`src/sv/hts_pkg.sv`:
```
`timescale 1ns / 1ps
// Shared types, codes and constants of the heading tracker.
// Used by every module of the block and by its checker; depends on nothing.
package hts_pkg;

   // Default values of the top-level parameters.
   localparam int ANGLE_BITS_DEF   = 16;
   localparam int CORDIC_STEPS_DEF = 16;

   // Width of the CORDIC x and y datapath: 16-bit inputs, one bit for the
   // negation of the most negative value and two for the CORDIC gain.
   localparam int CORDIC_W = 19;

   // Operation codes.
   localparam logic OP_LOAD   = 1'b0;
   localparam logic OP_UPDATE = 1'b1;

   // Register indexes.
   localparam logic REG_ROTATION_GAIN    = 1'b0;
   localparam logic REG_SETTLE_THRESHOLD = 1'b1;

   // Register reset values.
   localparam logic [15:0] GAIN_RESET      = 16'd256;
   localparam logic [14:0] THRESHOLD_RESET = 15'd104;

   // Arctangent of 2^-i in units of 2^32 per full turn.
   localparam logic [31:0] ATAN_Q32 [32] = '{
      32'h20000000, 32'h12E4051E, 32'h09FB385B, 32'h051111D4,
      32'h028B0D43, 32'h0145D7E1, 32'h00A2F61E, 32'h00517C55,
      32'h0028BE53, 32'h00145F2F, 32'h000A2F98, 32'h000517CC,
      32'h00028BE6, 32'h000145F3, 32'h0000A2F9, 32'h0000517C,
      32'h000028BE, 32'h0000145F, 32'h00000A2F, 32'h00000517,
      32'h0000028B, 32'h00000145, 32'h000000A2, 32'h00000051,
      32'h00000028, 32'h00000014, 32'h0000000A, 32'h00000005,
      32'h00000002, 32'h00000001, 32'h00000000, 32'h00000000
   };

   // Input beat.
   typedef struct packed {
      logic              operation;
      logic signed [15:0] new_heading;
      logic signed [15:0] move_x;
      logic signed [15:0] move_z;
      logic        [15:0] time_step;
   } hts_req_type;

   // Result beat.
   typedef struct packed {
      logic signed [15:0] heading;
      logic              rotation_complete;
   } hts_rsp_type;

endpackage

```
`src/sv/heading_tracker_shortest_path.sv`:
```
`timescale 1ns / 1ps
// Heading tracker: load or slew a binary-angle heading toward atan2(move_x, move_z).
// An update passes the CORDIC unit, which runs one iteration a cycle, then the slew unit
// and the result register; a load goes straight to the result register. One item at a
// time: the next is accepted only after the last has moved to the output register.
// Synchronous active-high reset clears the heading to 0, the gain to 256, the threshold
// to 104 and all handshakes; depends on hts_pkg, hts_cordic and hts_slew.
module heading_tracker_shortest_path import hts_pkg::*; #(
   parameter int ANGLE_BITS   = ANGLE_BITS_DEF,
   parameter int CORDIC_STEPS = CORDIC_STEPS_DEF
) (
   input  logic        clock,
   input  logic        reset,
   input  logic        req_valid,
   output logic        req_ready,
   input  hts_req_type req_payload,
   output logic        rsp_valid,
   input  logic        rsp_ready,
   output hts_rsp_type rsp_payload,
   input  logic        csr_write_en,
   input  logic        csr_index,
   input  logic [15:0] csr_wdata
);

   localparam logic [1:0] ST_IDLE   = 2'd0;
   localparam logic [1:0] ST_CORDIC = 2'd1;
   localparam logic [1:0] ST_SLEW   = 2'd2;
   localparam logic [1:0] ST_FINISH = 2'd3;

   logic [1:0]            state_ff, state_in;
   logic [ANGLE_BITS-1:0] heading_ff, heading_in, res_heading_ff, res_heading_in;
   logic                  res_complete_ff, res_complete_in;
   logic [15:0]           gain_ff, gain_in, time_step_ff, time_step_in;
   logic [14:0]           threshold_ff, threshold_in;
   logic                  rsp_valid_ff, rsp_valid_in;
   hts_rsp_type           rsp_payload_ff, rsp_payload_in;

   logic                        req_beat, out_free, cordic_start, cordic_done, slew_start;
   logic                        slew_done, slew_complete;
   logic [ANGLE_BITS-1:0]       cordic_target, slew_heading, load_heading;
   logic [ANGLE_BITS+15:0]      load_ext, res_ext;

   assign req_ready    = (state_ff == ST_IDLE);
   assign req_beat     = req_valid && req_ready;
   assign out_free     = !rsp_valid_ff || rsp_ready;
   assign cordic_start = req_beat && (req_payload.operation == OP_UPDATE);
   assign slew_start   = (state_ff == ST_CORDIC) && cordic_done;

   // Sign extension of a loaded heading, and of the kept heading to the output width.
   assign load_ext     = {{ANGLE_BITS{req_payload.new_heading[15]}}, req_payload.new_heading};
   assign load_heading = load_ext[ANGLE_BITS-1:0];
   assign res_ext      = {{16{res_heading_ff[ANGLE_BITS-1]}}, res_heading_ff};

   hts_cordic #(
      .ANGLE_BITS  (ANGLE_BITS),
      .CORDIC_STEPS(CORDIC_STEPS)
   ) u_cordic (
      .clock (clock),
      .reset (reset),
      .start (cordic_start),
      .move_x(req_payload.move_x),
      .move_z(req_payload.move_z),
      .done  (cordic_done),
      .target(cordic_target)
   );

   hts_slew #(
      .ANGLE_BITS(ANGLE_BITS)
   ) u_slew (
      .clock      (clock),
      .reset      (reset),
      .start      (slew_start),
      .target     (cordic_target),
      .heading    (heading_ff),
      .gain       (gain_ff),
      .threshold  (threshold_ff),
      .time_step  (time_step_ff),
      .done       (slew_done),
      .new_heading(slew_heading),
      .complete   (slew_complete)
   );

   // Configuration writes.
   always_comb begin
      gain_in      = gain_ff;
      threshold_in = threshold_ff;
      if (csr_write_en) begin
         case (csr_index)
            REG_ROTATION_GAIN:    gain_in      = csr_wdata;
            REG_SETTLE_THRESHOLD: threshold_in = csr_wdata[14:0];
            default:              gain_in      = gain_ff;
         endcase
      end
   end

   // Item sequencer and the result register.
   always_comb begin
      state_in        = state_ff;
      heading_in      = heading_ff;
      res_heading_in  = res_heading_ff;
      res_complete_in = res_complete_ff;
      time_step_in    = time_step_ff;
      rsp_payload_in  = rsp_payload_ff;
      rsp_valid_in    = rsp_valid_ff && !rsp_ready;
      case (state_ff)
         ST_IDLE: begin
            if (req_beat) begin
               time_step_in = req_payload.time_step;
               if (req_payload.operation == OP_LOAD) begin
                  res_heading_in  = load_heading;
                  res_complete_in = 1'b0;
                  state_in        = ST_FINISH;
               end else begin
                  state_in = ST_CORDIC;
               end
            end
         end
         ST_CORDIC: begin
            if (cordic_done) begin
               state_in = ST_SLEW;
            end
         end
         ST_SLEW: begin
            if (slew_done) begin
               res_heading_in  = slew_heading;
               res_complete_in = slew_complete;
               state_in        = ST_FINISH;
            end
         end
         ST_FINISH: begin
            if (out_free) begin
               heading_in                       = res_heading_ff;
               rsp_payload_in.heading           = res_ext[15:0];
               rsp_payload_in.rotation_complete = res_complete_ff;
               rsp_valid_in                     = 1'b1;
               state_in                         = ST_IDLE;
            end
         end
         default: begin
            state_in = ST_IDLE;
         end
      endcase
   end

   always_ff @(posedge clock) begin
      if (reset) begin
         state_ff     <= ST_IDLE;
         heading_ff   <= '0;
         gain_ff      <= GAIN_RESET;
         threshold_ff <= THRESHOLD_RESET;
         rsp_valid_ff <= 1'b0;
      end else begin
         state_ff     <= state_in;
         heading_ff   <= heading_in;
         gain_ff      <= gain_in;
         threshold_ff <= threshold_in;
         rsp_valid_ff <= rsp_valid_in;
      end
      res_heading_ff  <= res_heading_in;
      res_complete_ff <= res_complete_in;
      time_step_ff    <= time_step_in;
      rsp_payload_ff  <= rsp_payload_in;
   end

   assign rsp_valid   = rsp_valid_ff;
   assign rsp_payload = rsp_payload_ff;

endmodule

```
`src/sv/hts_cordic.sv`:
```
`timescale 1ns / 1ps
// Iterative vectoring CORDIC that forms atan2(move_x, move_z) as a binary angle.
// Depends on hts_pkg for the datapath width and the arctangent table.
module hts_cordic import hts_pkg::*; #(
   parameter int ANGLE_BITS   = ANGLE_BITS_DEF,
   parameter int CORDIC_STEPS = CORDIC_STEPS_DEF
) (
   input  logic                         clock,
   input  logic                         reset,
   input  logic                         start,
   input  logic signed [15:0]           move_x,
   input  logic signed [15:0]           move_z,
   output logic                         done,
   output logic        [ANGLE_BITS-1:0] target
);

   localparam int STEP_W = (CORDIC_STEPS > 1) ? $clog2(CORDIC_STEPS) : 1;
   localparam int SHIFT  = 32 - ANGLE_BITS;
   localparam logic [32:0] ROUND = (33'd1 << SHIFT) >> 1;
   localparam logic [ANGLE_BITS-1:0] HALF_TURN = {1'b1, {(ANGLE_BITS-1){1'b0}}};

   logic signed [CORDIC_W-1:0] x_ff, x_in, y_ff, y_in;
   logic signed [CORDIC_W-1:0] x_start, y_start, dx, dy;
   logic        [ANGLE_BITS-1:0] ang_ff, ang_in, step_angle;
   logic        [STEP_W-1:0]     step_ff, step_in;
   logic                         busy_ff, busy_in, done_ff, done_in, zero_ff, zero_in;
   logic        [32:0]           round_sum, round_shift;
   logic                         y_pos, last_step;

   // Sign-extended start vector; x carries the cosine side.
   assign x_start = {{(CORDIC_W-16){move_z[15]}}, move_z};
   assign y_start = {{(CORDIC_W-16){move_x[15]}}, move_x};

   // Shifted operands and the table angle of this iteration, rounded to the angle width.
   assign dx          = y_ff >>> step_ff;
   assign dy          = x_ff >>> step_ff;
   assign round_sum   = {1'b0, ATAN_Q32[5'(step_ff)]} + ROUND;
   assign round_shift = round_sum >> SHIFT;
   assign step_angle  = round_shift[ANGLE_BITS-1:0];
   assign y_pos       = !y_ff[CORDIC_W-1] && (y_ff != '0);
   assign last_step   = (step_ff == STEP_W'(CORDIC_STEPS - 1));

   // Load on start, then one micro-rotation a cycle.
   always_comb begin
      x_in    = x_ff;
      y_in    = y_ff;
      ang_in  = ang_ff;
      step_in = step_ff;
      busy_in = busy_ff;
      zero_in = zero_ff;
      done_in = 1'b0;
      if (start) begin
         busy_in = 1'b1;
         step_in = '0;
         zero_in = (move_x == 16'sd0) && (move_z == 16'sd0);
         if (move_z[15]) begin
            x_in   = -x_start;
            y_in   = -y_start;
            ang_in = HALF_TURN;
         end else begin
            x_in   = x_start;
            y_in   = y_start;
            ang_in = '0;
         end
      end else if (busy_ff) begin
         if (y_pos) begin
            x_in   = x_ff + dx;
            y_in   = y_ff - dy;
            ang_in = ang_ff + step_angle;
         end else begin
            x_in   = x_ff - dx;
            y_in   = y_ff + dy;
            ang_in = ang_ff - step_angle;
         end
         step_in = step_ff + 1'b1;
         if (last_step) begin
            busy_in = 1'b0;
            done_in = 1'b1;
         end
      end
   end

   always_ff @(posedge clock) begin
      if (reset) begin
         busy_ff <= 1'b0;
         done_ff <= 1'b0;
      end else begin
         busy_ff <= busy_in;
         done_ff <= done_in;
      end
      x_ff    <= x_in;
      y_ff    <= y_in;
      ang_ff  <= ang_in;
      step_ff <= step_in;
      zero_ff <= zero_in;
   end

   // A zero vector points straight ahead.
   assign done   = done_ff;
   assign target = zero_ff ? '0 : ang_ff;

endmodule

```
`src/sv/hts_slew.sv`:
```
`timescale 1ns / 1ps
// Shortest-path error, settle test and proportional step of the heading.
// Depends on hts_pkg; takes its target from hts_cordic.
module hts_slew import hts_pkg::*; #(
   parameter int ANGLE_BITS = ANGLE_BITS_DEF
) (
   input  logic                  clock,
   input  logic                  reset,
   input  logic                  start,
   input  logic [ANGLE_BITS-1:0] target,
   input  logic [ANGLE_BITS-1:0] heading,
   input  logic [15:0]           gain,
   input  logic [14:0]           threshold,
   input  logic [15:0]           time_step,
   output logic                  done,
   output logic [ANGLE_BITS-1:0] new_heading,
   output logic                  complete
);

   localparam int CMP_W = (ANGLE_BITS > 15) ? ANGLE_BITS : 15;

   localparam logic [1:0] SL_IDLE  = 2'd0;
   localparam logic [1:0] SL_MUL1  = 2'd1;
   localparam logic [1:0] SL_MUL2  = 2'd2;
   localparam logic [1:0] SL_APPLY = 2'd3;

   logic [1:0]               state_ff, state_in;
   logic [ANGLE_BITS-1:0]    err, mag, mag_ff, mag_in, target_ff, target_in;
   logic                     neg_ff, neg_in, snap_ff, snap_in;
   logic [ANGLE_BITS+15:0]   p1_ff, p1_in;
   logic [ANGLE_BITS+31:0]   p2_ff, p2_in;
   logic [ANGLE_BITS-1:0]    step, result_ff, result_in;
   logic                     done_ff, done_in, complete_ff, complete_in;

   // Wrapped error and its magnitude; a half turn keeps its magnitude.
   assign err  = target - heading;
   assign mag  = err[ANGLE_BITS-1] ? -err : err;
   assign step = p2_ff[ANGLE_BITS+23:24];

   // Error, then two multiplies, then the heading update.
   always_comb begin
      state_in    = state_ff;
      mag_in      = mag_ff;
      target_in   = target_ff;
      neg_in      = neg_ff;
      snap_in     = snap_ff;
      p1_in       = p1_ff;
      p2_in       = p2_ff;
      result_in   = result_ff;
      complete_in = complete_ff;
      done_in     = 1'b0;
      case (state_ff)
         SL_IDLE: begin
            if (start) begin
               mag_in    = mag;
               target_in = target;
               neg_in    = err[ANGLE_BITS-1];
               snap_in   = CMP_W'(mag) < CMP_W'(threshold);
               state_in  = SL_MUL1;
            end
         end
         SL_MUL1: begin
            p1_in    = {16'd0, mag_ff} * {{ANGLE_BITS{1'b0}}, gain};
            state_in = SL_MUL2;
         end
         SL_MUL2: begin
            p2_in    = {16'd0, p1_ff} * {{(ANGLE_BITS+16){1'b0}}, time_step};
            state_in = SL_APPLY;
         end
         SL_APPLY: begin
            if (snap_ff) begin
               result_in = target_ff;
            end else if (neg_ff) begin
               result_in = heading - step;
            end else begin
               result_in = heading + step;
            end
            complete_in = snap_ff;
            done_in     = 1'b1;
            state_in    = SL_IDLE;
         end
         default: begin
            state_in = SL_IDLE;
         end
      endcase
   end

   always_ff @(posedge clock) begin
      if (reset) begin
         state_ff <= SL_IDLE;
         done_ff  <= 1'b0;
      end else begin
         state_ff <= state_in;
         done_ff  <= done_in;
      end
      mag_ff      <= mag_in;
      target_ff   <= target_in;
      neg_ff      <= neg_in;
      snap_ff     <= snap_in;
      p1_ff       <= p1_in;
      p2_ff       <= p2_in;
      result_ff   <= result_in;
      complete_ff <= complete_in;
   end

   assign done        = done_ff;
   assign new_heading = result_ff;
   assign complete    = complete_ff;

endmodule

```
`config.mk`:
```
export PLATFORM = sky130hd
export DESIGN_NAME = heading_tracker_shortest_path
export DESIGN_NICKNAME = d
export VERILOG_FILES = /design/src/sv/hts_pkg.sv /design/src/sv/heading_tracker_shortest_path.sv /design/src/sv/hts_cordic.sv /design/src/sv/hts_slew.sv
export SDC_FILE = /design/constraint.sdc
export NUM_CORES = 2
export LEC_CHECK = 0
export ABC_AREA = 1
export ABC_CLOCK_PERIOD_IN_PS = 7900
export BUFFER_PORTS_ARGS = -buffer_cell sky130_fd_sc_hd__clkbuf_2
export CORE_ASPECT_RATIO = 1.5
export CORE_UTILIZATION = 41
export CTS_CLUSTER_SIZE = 25
export DETAILED_ROUTE_END_ITERATION = 8
export REMOVE_ABC_BUFFERS = 1
export SLEW_MARGIN = 5
export SYNTH_ARGS = -nofsm -noshare
export SYNTH_HDL_FRONTEND = slang
export SYNTH_HIERARCHICAL = 1
export SYNTH_SLANG_ARGS = --single-unit
```
`constraint.sdc`:
```
create_clock -name clock -period 7.9 [get_ports clock]
set_input_delay 0.79 -clock clock [delete_from_list [all_inputs] [get_ports clock]]
set_output_delay 0.79 -clock clock [all_outputs]
set_load 0.02 [all_outputs]
```
# Word-level counts from Yosys, hierarchy flattened
# Memory sizes are Yosys's and may differ from the RTL's.
# Cells that the tools add are included.
# totals
register_bits	287
mem_bits_ro	1024
in_bits	87
out_inout_bits	19
wordCells	130
mem_count	1
# mem_list
name	words	word_bits	rd	rd_clocked_by_memory_dff	write_ports	line_no	source
(name not given)	32	32	1	0	0	hts_cordic.sv:37	assign round_sum = {1'b0, ATAN_Q32[5'(step_ff)]} + ROUND;
# op_classes
add_sub_neg	14
multipliers	2
magnitude_cmp	2
eq_ne	13
shifts	2
mux	41
bitwise	3
reduce_logical	25
# op_table
op	count
2-to-1 mux 16 bit	11
2-to-1 mux 19 bit	8
2-to-1 mux 32 bit	2
subtractor 16 bit	3
multiplier 32 x 16 -> 40 bit	1
adder 19 bit	2
negation 16 -> 19 bit	2
>>> shifter 19 x 4 -> 19 bit	2
subtractor 19 bit	2
adder 16 bit	2
adder 32 x 16 -> 32 bit, second input constant	1
logical NOT 16 bit	2
multiplier 16 x 16 -> 32 bit	1
case mux 16 bit (2 select lines)	1
nonzero test 19 bit	1
less-than comparator 16 x 15 -> 1 bit	1
negation 16 bit	1
case mux 2 bit (4 select lines)	2
2-to-1 mux 2 bit	6
2-to-1 mux 1 bit	10
AND reduction 2 bit	5
== test 2 bit, second input constant	4
AND reduction 4 bit	2
>= comparator 6 bit, second input constant	1
14 further kinds	29

# Logic depth before layout (Yosys ltp)
# logic_depth
word_depth	9
depth_mapped	30
depth_no_buf	28

# Hierarchy
# The synthesis kept the hierarchy.
# by_module_without_submodules
module	n_inst	cells_per_inst	area_each_um2	seq_area_each_um2
hts_slew	1	3924	30216.5	3032.9
hts_cordic	1	1505	9117.5	1771.7
heading_tracker_shortest_path	1	357	3693.5	2502.4

# Least setup slack after synthesis
# Ideal clock, no wire load.
# synth_path
kind	flip-flop to flip-flop
start	register gain_ff[1]
end	register u_slew.p1_ff[23], data pin
setup_time_ns	0.260
arrival_time_ns	5.425
required_ns	7.640
path_slack_ns	2.216
path_stages_with_launch	26
n_path_buf	2
synth_period_minus_slack_ns	5.684
path_cell_list	dfxtp_1 > clkbuf_1 > clkbuf_1 > nand2_1 > fa_1 > inv_1 > fa_1 > inv_1 > fa_1 > inv_1 > fa_1 > inv_1 > fa_1 > inv_1 > fa_1 > ha_1 > a21oi_1 > a21boi_0 > nand2_1 > a31oi_1 > inv_1 > nand2_1 > nand2_1 > nand2_1 > nand2_1 > xor2_1
# synth_via
elab_chain_cells	1
# synth_rtl
element	line_no	source
start: declaration	heading_tracker_shortest_path.sv:33	logic [15:0] gain_ff, gain_in, time_step_ff, time_step_in;
start signal: assignment	heading_tracker_shortest_path.sv:155	gain_ff <= gain_in;
multiplier 16 x 16 -> 32 bit	hts_slew.sv:63	p1_in = {16'd0, mag_ff} * {{ANGLE_BITS{1'b0}}, gain};
end signal: assignment	hts_slew.sv:100	p1_ff <= p1_in;
end: declaration	hts_slew.sv:30	logic [ANGLE_BITS+15:0] p1_ff, p1_in;
# No other way between the ends.
# A chain may end at the register's enable or synchronous reset.

# Final worst setup path
# layout_path
start	register time_step_ff[7]
end	register u_slew.p2_ff[32], data pin
# layout_via
elab_chain_cells	1
# layout_rtl
element	line_no	source
start: declaration	heading_tracker_shortest_path.sv:33	
start signal: assignment	heading_tracker_shortest_path.sv:161	time_step_ff <= time_step_in;
multiplier 32 x 16 -> 40 bit	hts_slew.sv:67	p2_in = {16'd0, p1_ff} * {{(ANGLE_BITS+16){1'b0}}, time_step};
end signal: assignment	hts_slew.sv:101	p2_ff <= p2_in;
end: declaration	hts_slew.sv:31	logic [ANGLE_BITS+31:0] p2_ff, p2_in;
# No other way between the ends.

==> run_results.csv <==
group,metric,value,unit
min_path,min_path_type,"in -> reg",
clocking,cts_num_sinks,263,
logic_synthesis,yosys_warnings,6,
setup_path,critPathMaxStageDelay,1.08,ns
clocking,cts_resized,0,
detailed_routing,drc,0,
layout,fin_nets,6708,
job,max_cap_viol_count,0,
die,die_height,399,um
global_route,grt_pass1_vias,38000,
timing,slew_headroom,0.211,
logic_synthesis,synth_fa_ha_area_frac,0.364,
global_route,grt_usage,0.235,
setup_path,crit_path_max_fanout,23,
min_path,min-delay-start,"req_payload[8]",
global_route,antenna_found_initial,1,
die,core-area,104000,um^2
global_route,grt_start_max_net_pins,54,
die,die-width,267,um
logic_synthesis,synth_compound_area_frac,0.0717,
placement,detailedPlacementHpwl,99800,um
placement,numPortBuffers,105,
logic_synthesis,yosysUniqueCellTypes,62,
logic_synthesis,async_flop_share,0,
detailed_routing,vias_per_cell,5.06,
logic_synthesis,synth-xor-area-share,0.0283,
logic_synthesis,synth_top_flop_cell,"edfxtp_1",
clocking,clkTransAtPathRegs,0.07,ns
timing,worst_pin_slew,1.18,ns
timing,period_needed,6.76,ns
setup_path,crit_family,"adder cells",
timing,setup_viol,0,
setup_path,crit_buf_inv,4,
logic_synthesis,muxShareOfSynthArea,0,
setup_path,cp_data_arrival_time,7.16,ns
setup_path,crit_required,8.30,ns
detailed_routing,vias,36100,
clocking,cts-buffers-inserted,35,
layout,syn2layout_area_growth,6.26,%
setup_path,crit_path_end_kind,"flop",
setup_path,critPathKind,"reg -> reg",
setup_path,rr_startpoint,"time_step_ff[7]$_DFFE_PP_",
logic_synthesis,yosysSeqAreaShare,0.170,
die,fp.dieArea,106000,um^2
min_path,holdPathStages,1,
setup_path,startpoint_type,"flop",
clocking,clock-root-buffer,"clkbuf_16",
die,initial_utilization,0.413,
timing,rsz0062_at_grt,"no",
detailed_routing,drt_iter0_drc,2034,
timing,finClkSkew,0.0156,ns
global_route,grt_pass1_wl,195000,um
clocking,cts.path.max_buffers,3,
clocking,clock_latency,0.57,ns
placement,place_congestion,0.945,
clocking,cts_tree,"built",
detailed_routing,antenna_left,0,
detailed_routing,wire_per_inst,17.1,um
detailed_routing,firstDrtPassIters,7,
setup_path,cp_slowest_cell,"edfxtp_1",
run_status,outcome,"completed",
layout,drive_above_1_share,0.0510,
die,rows,145,
timing,tns,0,ns
timing,max_freq,148,MHz
timing,min_period_over_period,0.856,
logic_synthesis,synthesis.area,43000,um^2
setup_path,worstReg2RegEnd,"u_slew/p2_ff[32]$_DFFE_PP_",
setup_path,worstPathCellList,"nand2_1 > fa_1 > inv_1 > fa_1 > fa_1 > fa_1 > fa_1 > inv_1 > fa_1 > inv_1 > ha_1 > nand2_1 > nor2_1 > inv_1 > nor3_1 > nand4_1 > nand3_1 > nand2_1 > nand2_1 > nand2_1 > nand2_1 > xor2_1",
setup_path,reg2reg_depth,22,
logic_synthesis,avgSynthCellArea,7.44,um^2
logic_synthesis,synth-edff-count,204,
clocking,htree_levels,2,
logic_synthesis,ys_seq_elements,263,
die,pin_count,106,
timing,hold_violations,0,
clocking,hold_buffers,0,
min_path,hold_end,"time_step_ff[8]$_DFFE_PP_",
logic_synthesis,syn_inst,5786,
clocking,post-cts-setup-buffers,0,
detailed_routing,totalWireLength,122000,um
setup_path,ff2ff_setup_slack,1.14,ns
layout,diodes,0,
logic_synthesis,synthSimpleGateAreaFrac,0.224,
timing,drv_slew,0,
global_route,grt-ovfl-total,0,
logic_synthesis,synth_top_family_by_area,"adder cells",
[cell usage after synthesis (29+ instances only)]
cell type	instances	area [um^2]
nor3_1	39	195
clkbuf_1	188	706
nand2_1	1590	5970
inv_1	1319	4950
nand3_1	245	1230
dfxtp_1	59	1180
o21ai_1	38	190
fa_1	590	11800
a31oi_1	29	181
xor2_1	97	850
a21oi_1	204	1020
nor2_1	345	1290
o21ai_0	166	831
ha_1	308	3850
nand4_1	37	231
edfxtp_1	204	6130
xnor2_1	42	368
[through the flow]
| step | cell area (um^2) | hold slack [ns] | util | setup WS [ns] | cells |
|---|---|---|---|---|---|
| after floorplan | 41900 | 0.400 | - | 2.25 | 5544 |
| after global placement | 44500 | 0.402 | 0.427 | 1.30 | 7082 |
| after detailed placement | 44500 | 0.415 | 0.427 | 1.27 | 7082 |
| after CTS | 45700 | 0.367 | 0.439 | 1.19 | 7146 |
| after global routing | 45700 | 0.374 | 0.439 | 0.929 | 7146 |
| final | 45700 | 0.395 | 0.439 | 1.14 | 7146 |
[worst reg2reg max path, delay by kind of cell (launching register included)]
kind                     cells  cell delay (ns)
adder cells (fa/ha/maj)      7             3.47
buffers and inverters        4             0.27
AND/OR/NAND/NOR             10             1.57
XOR/XNOR                     1             0.21
flip-flops                   1             1.08
[metal layers]
layer  track usage  vias to the layer above  share of wire
li1              -                    17400              -
met1         0.233                    17600           0.35
met3        0.0199                      361          0.031
met5             0                        -        0.00011
met4         0.138                        2          0.065
met2         0.468                      860           0.55
[flip-flops by register name, summed over array words and instances, names as in the netlist, 2 cells and up]
register / flops
u_slew/p2_ff: 16
u_cordic/x_ff: 19
u_slew/new_heading: 16
gain_ff: 16
res_heading_ff: 16
u_slew/mag_ff: 16
heading_ff: 16
u_slew/target_ff: 16
u_cordic/y_ff: 19
state_ff: 2
rsp_payload: 17
u_cordic/ang_ff: 16
u_slew/p1_ff: 32
u_cordic/step_ff: 4
threshold_ff: 15
time_step_ff: 16
u_slew/state_ff: 2
[kinds of logic (layout without fill, tap and decap cells)]
logic type      after synthesis  in the layout
flops                       263            263
xor+xnor                    139            139
fa+ha+maj                   898            898
buf+inv                    1578           1542
compound gates              548            548
simple gates               2360           2360
[how the worst max path moves through the flow]
stage | start | end | slack, ns | depth (start not counted)
floorplan | time_step_ff[1]$_DFFE_PP_ | u_slew/p2_ff[38]$_DFFE_PP_ | 2.25 | 22
global placement | time_step_ff[7]$_DFFE_PP_ | u_slew/p2_ff[32]$_DFFE_PP_ | 1.30 | 22
detailed placement | time_step_ff[7]$_DFFE_PP_ | u_slew/p2_ff[32]$_DFFE_PP_ | 1.27 | 22
CTS | time_step_ff[7]$_DFFE_PP_ | u_slew/p2_ff[32]$_DFFE_PP_ | 1.19 | 22
global route | time_step_ff[7]$_DFFE_PP_ | u_slew/p2_ff[32]$_DFFE_PP_ | 0.93 | 22
finish | time_step_ff[7]$_DFFE_PP_ | u_slew/p2_ff[32]$_DFFE_PP_ | 1.14 | 22
[area by class of cell]
class / count / area, um^2
fill: 10900 / 58400
multi-input combinational: 3945 / 29600
sequential: 263 / 7310
inverter: 1336 / 5020
tap: 1396 / 1750
clock buffer: 43 / 978
timing repair buffer: 142 / 803
clock inverter: 21 / 233
[layout by cell type (no fill, tap or decap), drive strengths merged, types with 148 or more instances in the layout]
cell / instances
a21oi: 206
inv: 1341
nand2: 1616
nand3: 248
ha: 308
fa: 590
nor2: 367
edfxtp: 204
clkbuf: 148
o21ai: 210
Power is not shown: default switching activity piles up to over one toggle a cycle in this logic, so the estimate is an artifact.
